[src/rtl/batrt_pkg.sv]
// Package for the BLE address table RSSI tracker: constants, codes, the 2^f table.
// No dependencies.
package batrt_pkg;
	localparam int TableDepth = 20;
	localparam int ExpDepth = 64;
	localparam int IdxW = 5;
	localparam int ExpIdxW = 6;
	localparam int EntryW = 48 + 8 + 32 + 1;

	localparam logic [2:0] CMD_ADVERT = 3'd0;
	localparam logic [2:0] CMD_CLEAR = 3'd1;
	localparam logic [2:0] CMD_LOCK = 3'd2;
	localparam logic [2:0] CMD_RELEASE = 3'd3;
	localparam logic [2:0] CMD_TICK = 3'd4;
	localparam logic [2:0] CMD_READ = 3'd5;

	localparam logic [3:0] ST_UPDATED = 4'd0;
	localparam logic [3:0] ST_ADDED = 4'd1;
	localparam logic [3:0] ST_FULL = 4'd2;
	localparam logic [3:0] ST_LOCK_RSSI = 4'd3;
	localparam logic [3:0] ST_IGNORED = 4'd4;
	localparam logic [3:0] ST_CLEARED = 4'd5;
	localparam logic [3:0] ST_LOCKED = 4'd6;
	localparam logic [3:0] ST_LOCK_REJ = 4'd7;
	localparam logic [3:0] ST_RELEASED = 4'd8;
	localparam logic [3:0] ST_FILTERED = 4'd9;
	localparam logic [3:0] ST_READ_OK = 4'd10;
	localparam logic [3:0] ST_READ_OOR = 4'd11;

	localparam logic [1:0] REG_ALPHA = 2'd0;
	localparam logic [1:0] REG_REF = 2'd1;
	localparam logic [1:0] REG_SCALE = 2'd2;

	localparam logic signed [15:0] SMOOTH_RESET = -16'sd25600;
	localparam logic [63:0] LN2_Q32 = 64'd2977044472;

	typedef enum logic [2:0] {
		S_IDLE, S_SEARCH, S_WAIT, S_EMA, S_DIST1, S_DIST2, S_DIST3, S_OUT
	} state_t;

	typedef logic [ExpDepth-1:0][33:0] exp_tab_t;

	// 2^(i/ExpDepth) in Q32, Taylor series of exp.
	function automatic logic [33:0] exp2_entry(input logic [ExpIdxW-1:0] idx);
		logic [63:0] x;
		logic [63:0] sum;
		logic [63:0] term;
		logic done;
		x = (64'(idx) * LN2_Q32) / ExpDepth;
		sum = 64'd1 << 32;
		term = 64'd1 << 32;
		done = 1'b0;
		for (int n = 1; n < 40; n++) begin
			if (!done) begin
				term = ((term * x) >> 32) / 64'(n);
				if (term == 64'd0) done = 1'b1;
				else sum = sum + term;
			end
		end
		return sum[33:0];
	endfunction

	function automatic exp_tab_t build_exp_tab();
		exp_tab_t tab;
		for (int i = 0; i < ExpDepth; i++) tab[i] = exp2_entry(ExpIdxW'(i));
		return tab;
	endfunction

	// The whole table is built at elaboration and becomes a constant lookup.
	localparam exp_tab_t EXP2_TAB = build_exp_tab();
endpackage

[src/rtl/batrt_ram.sv]
// Generic single-port RAM with registered read data.
// No dependencies.
module batrt_ram #(
	parameter int Width = 8,
	parameter int Depth = 16
) (
	input logic clk,
	input logic we,
	input logic [$clog2(Depth)-1:0] addr,
	input logic [Width-1:0] wdata,
	output logic [Width-1:0] rdata
);
	logic [Width-1:0] mem [Depth];

	always_ff @(posedge clk) begin
		if (we) mem[addr] <= wdata;
		rdata <= mem[addr];
	end
endmodule

[src/rtl/ble_address_table_rssi_tracker.sv]
// Top level of the BLE address table RSSI tracker.
// Depends on batrt_pkg and batrt_ram.
//
// Usage: raise start with cmd and its fields while busy is low; that edge is the
// transfer of one command. busy stays high until the result appears: done is
// high for exactly one cycle with status and the other result ports valid.
// The receiver cannot stall; a result is shown once and must be taken then.
// An advert in scan mode walks the table one entry per cycle through
// the single RAM read port, and done rises once a match is found or the
// walk reaches the count. An advert in lock mode and the other commands pass
// through S_WAIT (a tick also through S_EMA) and the distance stages to done.
// One command is in flight at a time; the next may be transferred while done is high.
// The distance runs through one 17x16 multiply, one lookup in a constant 2^f
// table and a multiply by 100, each registered. Configuration writes (cfg_we,
// cfg_index, cfg_data) take effect at once and belong to idle periods.
// Reset clears mode, count and target address, sets target level and smoothed
// value to -100 dBm and loads the register defaults; the table RAM is not
// cleared, since only entries below the count are ever read.
module ble_address_table_rssi_tracker (
	input logic clk,
	input logic arst_n,
	input logic start,
	output logic busy,
	input logic [2:0] cmd,
	input logic [47:0] dev_addr,
	input logic signed [7:0] sig_dbm,
	input logic has_name,
	input logic [31:0] now_ms,
	input logic [4:0] entry_sel,
	input logic cfg_we,
	input logic [1:0] cfg_index,
	input logic [15:0] cfg_data,
	output logic done,
	output logic [3:0] status,
	output logic mode_now,
	output logic [4:0] entry_count,
	output logic [4:0] entry_pos,
	output logic [47:0] entry_addr,
	output logic signed [7:0] entry_dbm,
	output logic [31:0] entry_seen_ms,
	output logic entry_named,
	output logic signed [15:0] smooth_q8,
	output logic [15:0] distance_cm
);
	import batrt_pkg::*;

	state_t state_q, state_d;

	logic [8:0] alpha_q;
	logic signed [7:0] ref_q;
	logic [15:0] scale_q;
	logic lock_q;
	logic [IdxW-1:0] count_q;
	logic [47:0] taddr_q;
	logic signed [7:0] tdbm_q;
	logic signed [15:0] smooth_q;

	logic [2:0] cmd_q;
	logic [47:0] addr_q;
	logic signed [7:0] sig_q;
	logic name_q;
	logic [31:0] now_q;
	logic [IdxW-1:0] ptr_q;
	logic [3:0] status_q;
	logic [IdxW-1:0] pos_q;
	logic rd_pending_q;

	// RAM port.
	logic ram_we;
	logic [IdxW-1:0] ram_addr;
	logic [EntryW-1:0] ram_wdata, ram_rdata;
	logic [47:0] rd_addr;
	logic signed [7:0] rd_dbm;
	logic [31:0] rd_seen;
	logic rd_named;

	assign {rd_addr, rd_dbm, rd_seen, rd_named} = ram_rdata;

	batrt_ram #(.Width(EntryW), .Depth(TableDepth)) u_table (
		.clk(clk), .we(ram_we), .addr(ram_addr), .wdata(ram_wdata), .rdata(ram_rdata)
	);

	// Distance pipeline registers.
	logic signed [40:0] t_s1;
	logic [33:0] ent_s2;
	logic signed [16:0] k_s2;
	logic [40:0] val_s3;
	logic signed [16:0] k_s3;

	logic signed [16:0] diff;
	logic [8:0] a_sat;
	logic signed [25:0] ema_acc;
	logic signed [16:0] kf;
	logic [ExpIdxW-1:0] eidx;
	logic [15:0] dist_est;
	logic [5:0] shamt;
	logic [40:0] rnd;

	assign diff = 17'(ref_q) * 17'sd256 - 17'(smooth_q);
	assign a_sat = (alpha_q > 9'd256) ? 9'd256 : alpha_q;
	assign ema_acc = $signed({1'b0, a_sat}) * 26'(tdbm_q) * 26'sd256
		+ $signed(10'sd256 - $signed({1'b0, a_sat})) * 26'(smooth_q) + 26'sd128;
	assign kf = 17'(t_s1 >>> 24);
	assign eidx = t_s1[23:18];

	always_comb begin
		shamt = 6'd0;
		rnd = '0;
		dist_est = 16'd0;
		if (!lock_q) dist_est = 16'd0;
		else if (k_s3 > 17'sd16) dist_est = 16'hFFFF;
		else if (k_s3 < -17'sd30) dist_est = 16'd0;
		else begin
			shamt = 6'(17'sd32 - k_s3);
			rnd = (val_s3 + (41'd1 << (shamt - 6'd1))) >> shamt;
			dist_est = (rnd > 41'd65535) ? 16'hFFFF : rnd[15:0];
		end
	end

	// RAM address and write data.
	always_comb begin
		ram_we = 1'b0;
		ram_addr = ptr_q;
		ram_wdata = {addr_q, sig_q, now_q, name_q};
		if (state_q == S_IDLE) ram_addr = entry_sel;
		if (state_q == S_SEARCH && rd_pending_q && rd_addr == addr_q) begin
			ram_we = 1'b1;
			ram_addr = ptr_q - 5'd1;
			ram_wdata = {addr_q, sig_q, now_q, name_q | rd_named};
		end else if (state_q == S_SEARCH && ptr_q == count_q && !rd_pending_q) begin
			ram_we = count_q < 5'(TableDepth);
		end
	end

	// Only scan-mode adverts walk the table; a lock-mode advert compares with the target.
	always_comb begin
		state_d = state_q;
		unique case (state_q)
			S_IDLE: if (start) state_d = (cmd == CMD_ADVERT && !lock_q) ? S_SEARCH : S_WAIT;
			S_SEARCH: begin
				if (rd_pending_q && rd_addr == addr_q) state_d = S_DIST1;
				else if (ptr_q == count_q && !rd_pending_q) state_d = S_DIST1;
			end
			S_WAIT: state_d = (cmd_q == CMD_TICK) ? S_EMA : S_DIST1;
			S_EMA: state_d = S_DIST1;
			S_DIST1: state_d = S_DIST2;
			S_DIST2: state_d = S_DIST3;
			S_DIST3: state_d = S_OUT;
			S_OUT: state_d = S_IDLE;
			default: state_d = S_IDLE;
		endcase
	end

	assign busy = (state_q != S_IDLE);

	always_ff @(posedge clk or negedge arst_n) begin
		if (!arst_n) begin
			state_q <= S_IDLE;
			alpha_q <= 9'd77;
			ref_q <= -8'sd59;
			scale_q <= 16'd9071;
			lock_q <= 1'b0;
			count_q <= '0;
			taddr_q <= '0;
			tdbm_q <= -8'sd100;
			smooth_q <= SMOOTH_RESET;
			done <= 1'b0;
			rd_pending_q <= 1'b0;
		end else begin
			state_q <= state_d;
			done <= (state_q == S_OUT);
			if (cfg_we) begin
				unique case (cfg_index)
					REG_ALPHA: alpha_q <= cfg_data[8:0];
					REG_REF: ref_q <= cfg_data[7:0];
					REG_SCALE: scale_q <= cfg_data;
					default: ;
				endcase
			end
			rd_pending_q <= 1'b0;
			unique case (state_q)
				S_IDLE: ;
				S_SEARCH: begin
					if (rd_pending_q && rd_addr == addr_q) begin
					end else if (ptr_q == count_q && !rd_pending_q) begin
						if (count_q < 5'(TableDepth)) count_q <= count_q + 5'd1;
					end else begin
						rd_pending_q <= (ptr_q != count_q);
					end
				end
				S_WAIT: begin
					unique case (cmd_q)
						CMD_ADVERT: if (status_q == ST_LOCK_RSSI) tdbm_q <= sig_q;
						CMD_CLEAR: if (!lock_q) count_q <= '0;
						CMD_LOCK: if (status_q == ST_LOCKED) begin
							taddr_q <= rd_addr;
							tdbm_q <= rd_dbm;
							smooth_q <= 16'(rd_dbm) <<< 8;
							lock_q <= 1'b1;
						end
						CMD_RELEASE: if (lock_q) begin
							lock_q <= 1'b0;
							count_q <= '0;
							smooth_q <= SMOOTH_RESET;
						end
						default: ;
					endcase
				end
				S_EMA: if (lock_q) smooth_q <= 16'(ema_acc >>> 8);
				default: ;
			endcase
		end
	end

	// Command capture, search bookkeeping and result registers.
	always_ff @(posedge clk) begin
		unique case (state_q)
			S_IDLE: if (start) begin
				cmd_q <= cmd;
				addr_q <= dev_addr;
				sig_q <= sig_dbm;
				name_q <= has_name;
				now_q <= now_ms;
				ptr_q <= '0;
				pos_q <= '0;
				entry_addr <= '0;
				entry_dbm <= '0;
				entry_seen_ms <= '0;
				entry_named <= 1'b0;
				status_q <= ST_IGNORED;
				unique case (cmd)
					CMD_ADVERT: if (lock_q && dev_addr == taddr_q) status_q <= ST_LOCK_RSSI;
					CMD_CLEAR: if (!lock_q) status_q <= ST_CLEARED;
					CMD_LOCK: begin
						if (!lock_q && entry_sel < count_q) begin
							status_q <= ST_LOCKED;
							pos_q <= entry_sel;
						end else status_q <= ST_LOCK_REJ;
					end
					CMD_RELEASE: if (lock_q) status_q <= ST_RELEASED;
					CMD_TICK: if (lock_q) status_q <= ST_FILTERED;
					CMD_READ: begin
						if (entry_sel < count_q) begin
							status_q <= ST_READ_OK;
							pos_q <= entry_sel;
						end else status_q <= ST_READ_OOR;
					end
					default: ;
				endcase
			end
			S_SEARCH: begin
				if (!lock_q) begin
					if (rd_pending_q && rd_addr == addr_q) begin
						status_q <= ST_UPDATED;
						pos_q <= ptr_q - 5'd1;
					end else if (ptr_q == count_q && !rd_pending_q) begin
						if (count_q < 5'(TableDepth)) begin
							status_q <= ST_ADDED;
							pos_q <= count_q;
						end else status_q <= ST_FULL;
					end else if (ptr_q != count_q) ptr_q <= ptr_q + 5'd1;
				end
			end
			S_WAIT: if (status_q == ST_READ_OK) begin
				entry_addr <= rd_addr;
				entry_dbm <= rd_dbm;
				entry_seen_ms <= rd_seen;
				entry_named <= rd_named;
			end
			default: ;
		endcase
		t_s1 <= 41'(diff) * $signed({1'b0, scale_q});
		ent_s2 <= EXP2_TAB[eidx];
		k_s2 <= kf;
		val_s3 <= 41'(ent_s2) * 41'd100;
		k_s3 <= k_s2;
		if (state_q == S_OUT) begin
			status <= status_q;
			mode_now <= lock_q;
			entry_count <= count_q;
			entry_pos <= pos_q;
			smooth_q8 <= smooth_q;
			distance_cm <= dist_est;
		end
	end

	assert property (@(posedge clk) disable iff (!arst_n) done |-> !busy);
	assert property (@(posedge clk) disable iff (!arst_n) count_q <= 5'(TableDepth))
		else $error("table count beyond depth");
	assert property (@(posedge clk) disable iff (!arst_n) ram_we |-> state_q == S_SEARCH)
		else $error("table written outside search");
endmodule
[config.mk]
export PLATFORM = sky130hd
export DESIGN_NAME = ble_address_table_rssi_tracker
export DESIGN_NICKNAME = d
export VERILOG_FILES = /design/src/rtl/batrt_pkg.sv /design/src/rtl/batrt_ram.sv /design/src/rtl/ble_address_table_rssi_tracker.sv
export SDC_FILE = /design/constraint.sdc
export NUM_CORES = 2
export LEC_CHECK = 0
export ABC_AREA = 1
export BUFFER_PORTS_ARGS = -buffer_cell sky130_fd_sc_hd__buf_2
export CELL_PAD_IN_SITES_DETAIL_PLACEMENT = 0
export CELL_PAD_IN_SITES_GLOBAL_PLACEMENT = 1
export CORE_ASPECT_RATIO = 1.4
export CORE_UTILIZATION = 56
export CTS_BUF_LIST = sky130_fd_sc_hd__clkbuf_8
export DETAILED_ROUTE_END_ITERATION = 16
export GPL_TIMING_DRIVEN = 0
export PLACE_DENSITY_LB_ADDON = 0.1
export SYNTH_ARGS = -nofsm -noshare
export SYNTH_HDL_FRONTEND = slang
export SYNTH_HIERARCHICAL = 1
export SYNTH_SLANG_ARGS = --single-unit
[constraint.sdc]
create_clock -name clk -period 17.7 [get_ports clk]
set_input_delay 3.54 -clock clk [delete_from_list [all_inputs] [get_ports clk]]
set_output_delay 3.54 -clock clk [all_outputs]
set_load 0.01 [all_outputs]
### Word level (Yosys, flattened, before mapping)

Memories as Yosys holds them, arrays and structs flattened. A register that Yosys moved wholly into a read port is not among the register bits.
Index checks and enable logic that the tools add are counted.

* eq/ne operators: 43
* bitwise logic cells: 1
* shift operators: 2
* add/subtract/negate cells: 10
* reductions and logical operators: 36
* muxes and demuxes: 77
* $lt $le $gt $ge: 6
* $mul: 4

Operators with widths (count)
* $eq A48 B48 Y1: 2
* $mux W16: 6
* $mux W48: 2
* $pmux W48 S2: 1
* $mux W5: 19
* $mux W32: 2
* $pmux W16 S2: 2
* $pmux W32 S2: 1
* $pmux W5 S2: 5
* $add A41 B41 Y41: 1
* $gt A41 B16 Y1 const B: 1
* $shl A1 B6 Y41 const A: 1
* $shr A41 B6 Y41: 1
* $mul A34 B5 Y39 const B: 1
* $mul A17 B17 Y34: 1
* $mux W8: 4
* $pmux W8 S2: 2
* $add A24 B24 Y24: 1
* $add A24 B9 Y24 const B: 1
* $mul A10 B16 Y24: 1
* $mux W4: 6
* $pmux W3 S8: 1
* $pmux W4 S6: 1
* $eq A3 B3 Y1 const B: 7
* other kinds (44): 109

* register bits: 451
* output and inout port bits: 138
* memories: 2
* bits in read-only memories: 2176
* word-level logic and storage cells: 214
* bits of input ports: 119
* bits in writable memories: 1780

Memories
* (name not given): words 64, width 34, read ports 1, clocked after memory_dff 1, write ports 0, RTL line ble_address_table_rssi_tracker.sv:273 `ent_s2 <= EXP2_TAB[eidx];`
* u_table.mem: words 20, width 89, read ports 1, clocked after memory_dff 1, write ports 1, RTL line batrt_ram.sv:13 `logic [Width-1:0] mem [Depth];`

### Depth between registers and ports, before layout

* depth in word-level cells: 9
* depth in mapped cells: 48
* mapped depth without buffers: 47

### By module

The synthesis kept the hierarchy.

By module, submodules not included
* batrt_ram: seq. area each 55233.0 um^2, times used 1, area each 74223.7 um^2, cells each 6771
* ble_address_table_rssi_tracker: seq. area each 12343.1 um^2, times used 1, area each 46863.7 um^2, cells each 5869

### Least setup slack after synthesis

OpenSTA, ideal clock, no wires.

* kind: input to register
* from: input entry_sel[3]
* to: memory u_table/mem[12][0] (netlist name) (enable)
* arrival: 8.528 ns
* stages: 7
* path buffers: 1
* slack: 8.635 ns
* library setup time: 0.537 ns
* data required time: 17.163 ns
* path through: o21ai_0 > o21ai_0 > inv_2 > nor3_2 > buf_2 > inv_1 > nor2_1

* word-level cells in the longest chain between the ends: 2

RTL lines
* start: declaration: RTL line ble_address_table_rssi_tracker.sv:29 `input logic [4:0] entry_sel,`
* $mux W5: RTL line ble_address_table_rssi_tracker.sv:125 `if (state_q == S_IDLE) ram_addr = entry_sel;`
* $mux W5: RTL line ble_address_table_rssi_tracker.sv:126 `if (state_q == S_SEARCH && rd_pending_q && rd_addr == addr_q) begin`
* via ram_addr[3]: RTL line ble_address_table_rssi_tracker.sv:70 `logic [IdxW-1:0] ram_addr;`
* end: declaration: RTL line batrt_ram.sv:13

The timed path passes the listed nets, and every way through them passes these cells.

### Worst setup path in the final report

* from: register alpha_q[0]
* to: register smooth_q[15]

* word-level cells in the longest chain between the ends: 8
* elaborated cells between the ends (all ways): 9
* those cells by class: add/sub: 3; mul: 2; order compare: 1; mux: 3

RTL lines
* start: declaration: RTL line ble_address_table_rssi_tracker.sv:49 `logic [8:0] alpha_q;`
* start signal: assignment: RTL line ble_address_table_rssi_tracker.sv:174 `REG_ALPHA: alpha_q <= cfg_data[8:0];`
* $gt A9 B9 Y1: RTL line ble_address_table_rssi_tracker.sv:100 `assign a_sat = (alpha_q > 9'd256) ? 9'd256 : alpha_q;`
* $mux W9 (*): RTL line ble_address_table_rssi_tracker.sv:100
* $sub A9 B9 Y10: RTL line ble_address_table_rssi_tracker.sv:102 `+ $signed(10'sd256 - $signed({1'b0, a_sat})) * 26'(smooth_q) + 26'sd128;`
* $mul A10 B16 Y24: RTL line ble_address_table_rssi_tracker.sv:102
* $add A24 B24 Y24 (*): RTL line ble_address_table_rssi_tracker.sv:102
* $add A24 B9 Y24 (*): RTL line ble_address_table_rssi_tracker.sv:102
* $mux W16 (*): RTL line ble_address_table_rssi_tracker.sv:209 `S_EMA: if (lock_q) smooth_q <= 16'(ema_acc >>> 8);`
* $pmux W16 S2 (*): RTL line ble_address_table_rssi_tracker.sv:181 `unique case (state_q)`
* end signal: assignment: RTL line ble_address_table_rssi_tracker.sv:198 `smooth_q <= 16'(rd_dbm) <<< 8;`
* end signal: assignment: RTL line ble_address_table_rssi_tracker.sv:209
* end: declaration: RTL line ble_address_table_rssi_tracker.sv:56 `logic signed [15:0] smooth_q;`

Every way passes the cells marked *; elsewhere a longest branch is shown, timed or not. The select of a mux whose other input is x is not followed.
A chain may end at the register's enable or synchronous reset.

==> impl_metrics.yaml <==
worst_setup_path:
  rrSetupSlack_ps: 8080
  startpoint: "alpha_q[0]"
  arrival_ps: 10490
  r2r_start: "alpha_q[0]"
  worst-path-stages: 44
  worst-setup-path-type: "reg -> reg"
  crit_end: "smooth_q[15]"
  worstSetupEndpointType: "flip-flop"
  crit_fanout: 10
  cp_top_family: "adder cells"
  ff2ff_path_depth: 44
  cp_slowest_cell: "dfstp_2"
  critPathLaunchType: "flip-flop"
  worst_r2r_endpoint: "smooth_q[15]"
  worstPathRequired_ps: 18570
  cp.buffers_inverters: 7
  slowest_delay_ps: 600
  cpMostUsedCell: "nand2_1"
final_layout:
  syn_to_final_growth_pct: 11.7
  final_util_pct: 63.0
  drive_gt1_share_pct: 8.85
  multi_input_area_sq_um: 46700
  fillCellCount: 17637
  fin_nets: 14333
  register_area_sq_um: 67600
clock_tree:
  tritoncts: "done"
  cts_post_setup_buffers_inserted: 0
  cts-buffers-inserted: 353
  htree_levels: 5
  clockBufferDepth: 4
  cts_resized: 0
  root_buffer: "clkbuf_8"
  hold_buffers: 0
  clk_pin_slew_ps: 60
  clock-sinks: 2334
  clock_latency_ps: 1020
global_routing:
  grt_pass1_wl_mm: 576
  grt_max_degree: 70
  track_usage_pct: 36.0
  antenna_found_initial: 28
  grt_pass1_vias: 91150
  overflow: 0
timing:
  worst_pin_slew_ps: 1620
  hold_violations: 0
  relSlewSlack_pct: -8.68
  setup_ws_ps: 8080
  fmax_mhz: 104
  period_minus_slack_ps: 9620
  setup_viol: 0
  tns_ps: 0
  skew_ps: 126
  period_share_pct: 54.4
  slew_viol_final: 21
  rsz0062_at_grt: "no"
worst_hold_path:
  hold_path.startpoint: "k_s2[0]"
  min_path_type: "reg -> reg"
route:
  via_per_inst: 5.59
  drt-initial-drc-count: 8647
  drtPass1Iterations: 8
  vias: 92350
  ant_nets: 0
  routedWlPerCell_microns: 24.1
  drc: 0
  wirelength_mm: 397
placed_design:
  gp_congestion: 1.01
  pre_cts_slack_ps: 8130
  place_hpwl_mm: 292
  io_buffers: 256
floorplan:
  io-pin-count: 257
  core_sq_um: 215000
  num_rows: 201
  initial_utilization_pct: 56.4
  dieHeight_microns: 552
  die_w_microns: 395
  dieArea_sq_um: 218000
job:
  drv_cap: 3
synthesis:
  ys_types: 68
  yosysWarnings: 6
  synth_cells: 12640
  ys_ff_latch: 2334
  yosys_most_used_dff: "edfxtp_1"
  async_reset_ff_share_pct: 4.97
  synth-seq-area-share_pct: 55.8
  postSynthAreaPerCell_sq_um: 9.58
  syn_area_sq_um: 121000
  synth_enable_flop_cells: 2022
status:
  violations: "max-capacitance violations, max-slew violations"
  outcome: "finished with violations"
[layer usage]
metal / up-vias / GRT usage, % / wire length [microns]
li1: 42005 / - / -
met2: 4612 / 61.5 / 197000
met1: 44558 / 42.0 / 139000
met4: 12 / 22.3 / 26900
met3: 1163 / 6.34 / 33700
met5: - / 0 / 84
[flip-flops by register name, indices dropped and copies added (netlist names), 32 cells and up]
| register | count |
|---|---|
| taddr_q | 48 |
| val_s3 | 39 |
| ent_s2 | 32 |
| now_q | 32 |
| entry_addr | 48 |
| u_table/mem | 1780 |
| u_table/rdata | 89 |
| addr_q | 48 |
| entry_seen_ms | 32 |
[how the worst min path moves through the flow]
stage	end	slack, ps	depth (start not counted)
global placement	k_s3[7]	310	0
CTS	k_s2[0]	320	0
global route	k_s2[0]	330	0
floorplan	k_s2[0]	310	0
detailed placement	k_s2[8]	310	0
finish	k_s3[0]	330	0
[synthesized netlist by cell type, types with 196 or more instances]
cell / number / area [sq um]
a21oi_1: 201 / 1010
buf_2: 212 / 1060
nand2_1: 5213 / 19600
o21ai_0: 303 / 1520
dfxtp_1: 196 / 3920
inv_1: 1282 / 4810
edfxtp_1: 2022 / 60700
nor2_1: 888 / 3330
fa_1: 492 / 9850
nand3_1: 516 / 2580
clkbuf_1: 208 / 781
ha_1: 356 / 4450
[cell type report]
cell class	count	area share, %
Tap cell	2842	2.63
Multi-Input combinational cell	8526	34.5
Clock buffer	386	3.93
Antenna cell	31	0.0574
Clock inverter	244	1.15
Timing Repair Buffer	358	2.52
Inverter	1313	3.64
Buffer	480	1.61
Sequential cell	2334	50.0
[layout by cell type, fill, tap and decap left out, types with 21 or more instances in the layout]
| master | netlist | layout |
|---|---|---|
| buf_1 | 36 | 36 |
| buf_12 | 0 | 76 |
| nor2_4 | 5 | 27 |
| nand4_1 | 49 | 49 |
| nand3_1 | 516 | 516 |
| nand2_1 | 5213 | 5213 |
| fa_1 | 492 | 492 |
| or2_2 | 26 | 26 |
| nor2_1 | 888 | 866 |
| o211ai_1 | 30 | 30 |
| clkinv_1 | 19 | 79 |
| buf_4 | 20 | 21 |
| xor2_1 | 96 | 96 |
| clkinv_2 | 0 | 36 |
| buf_2 | 212 | 467 |
| ha_1 | 356 | 356 |
| a31oi_1 | 32 | 32 |
| diode_2 | 0 | 31 |
| a21oi_1 | 201 | 201 |
| clkbuf_8 | 0 | 386 |
| dfrtp_1 | 91 | 91 |
| o21ai_0 | 303 | 302 |
| inv_1 | 1282 | 1385 |
| dfstp_2 | 25 | 25 |
| clkbuf_1 | 208 | 205 |
| nor3_1 | 45 | 43 |
| xnor2_1 | 67 | 67 |
| edfxtp_1 | 2022 | 2022 |
| dfxtp_1 | 196 | 196 |
[cells by family after synthesis]
| kind of cell | share of synthesized area (%) |
|---|---|
| simple gates | 22.2 |
| flops | 55.8 |
| buf+inv | 5.87 |
| fa+ha+maj | 11.8 |
| compound gates | 3.12 |
| xor+xnor | 1.18 |
| mux | 0.0331 |
| other cells | 0.00620 |
[through the flow]
step	hold slack [ps]	area (sq um)	instances
CTS	323	135000	16483
finish	329	135000	16514
detailed placement	312	128000	15853
global placement	313	126000	15751
floorplan	310	121000	12653
global route	326	135000	16489
Power is left out: the tool's default activity adds up to more than one toggle a clock period on the data nets, which glitch-free logic cannot reach.
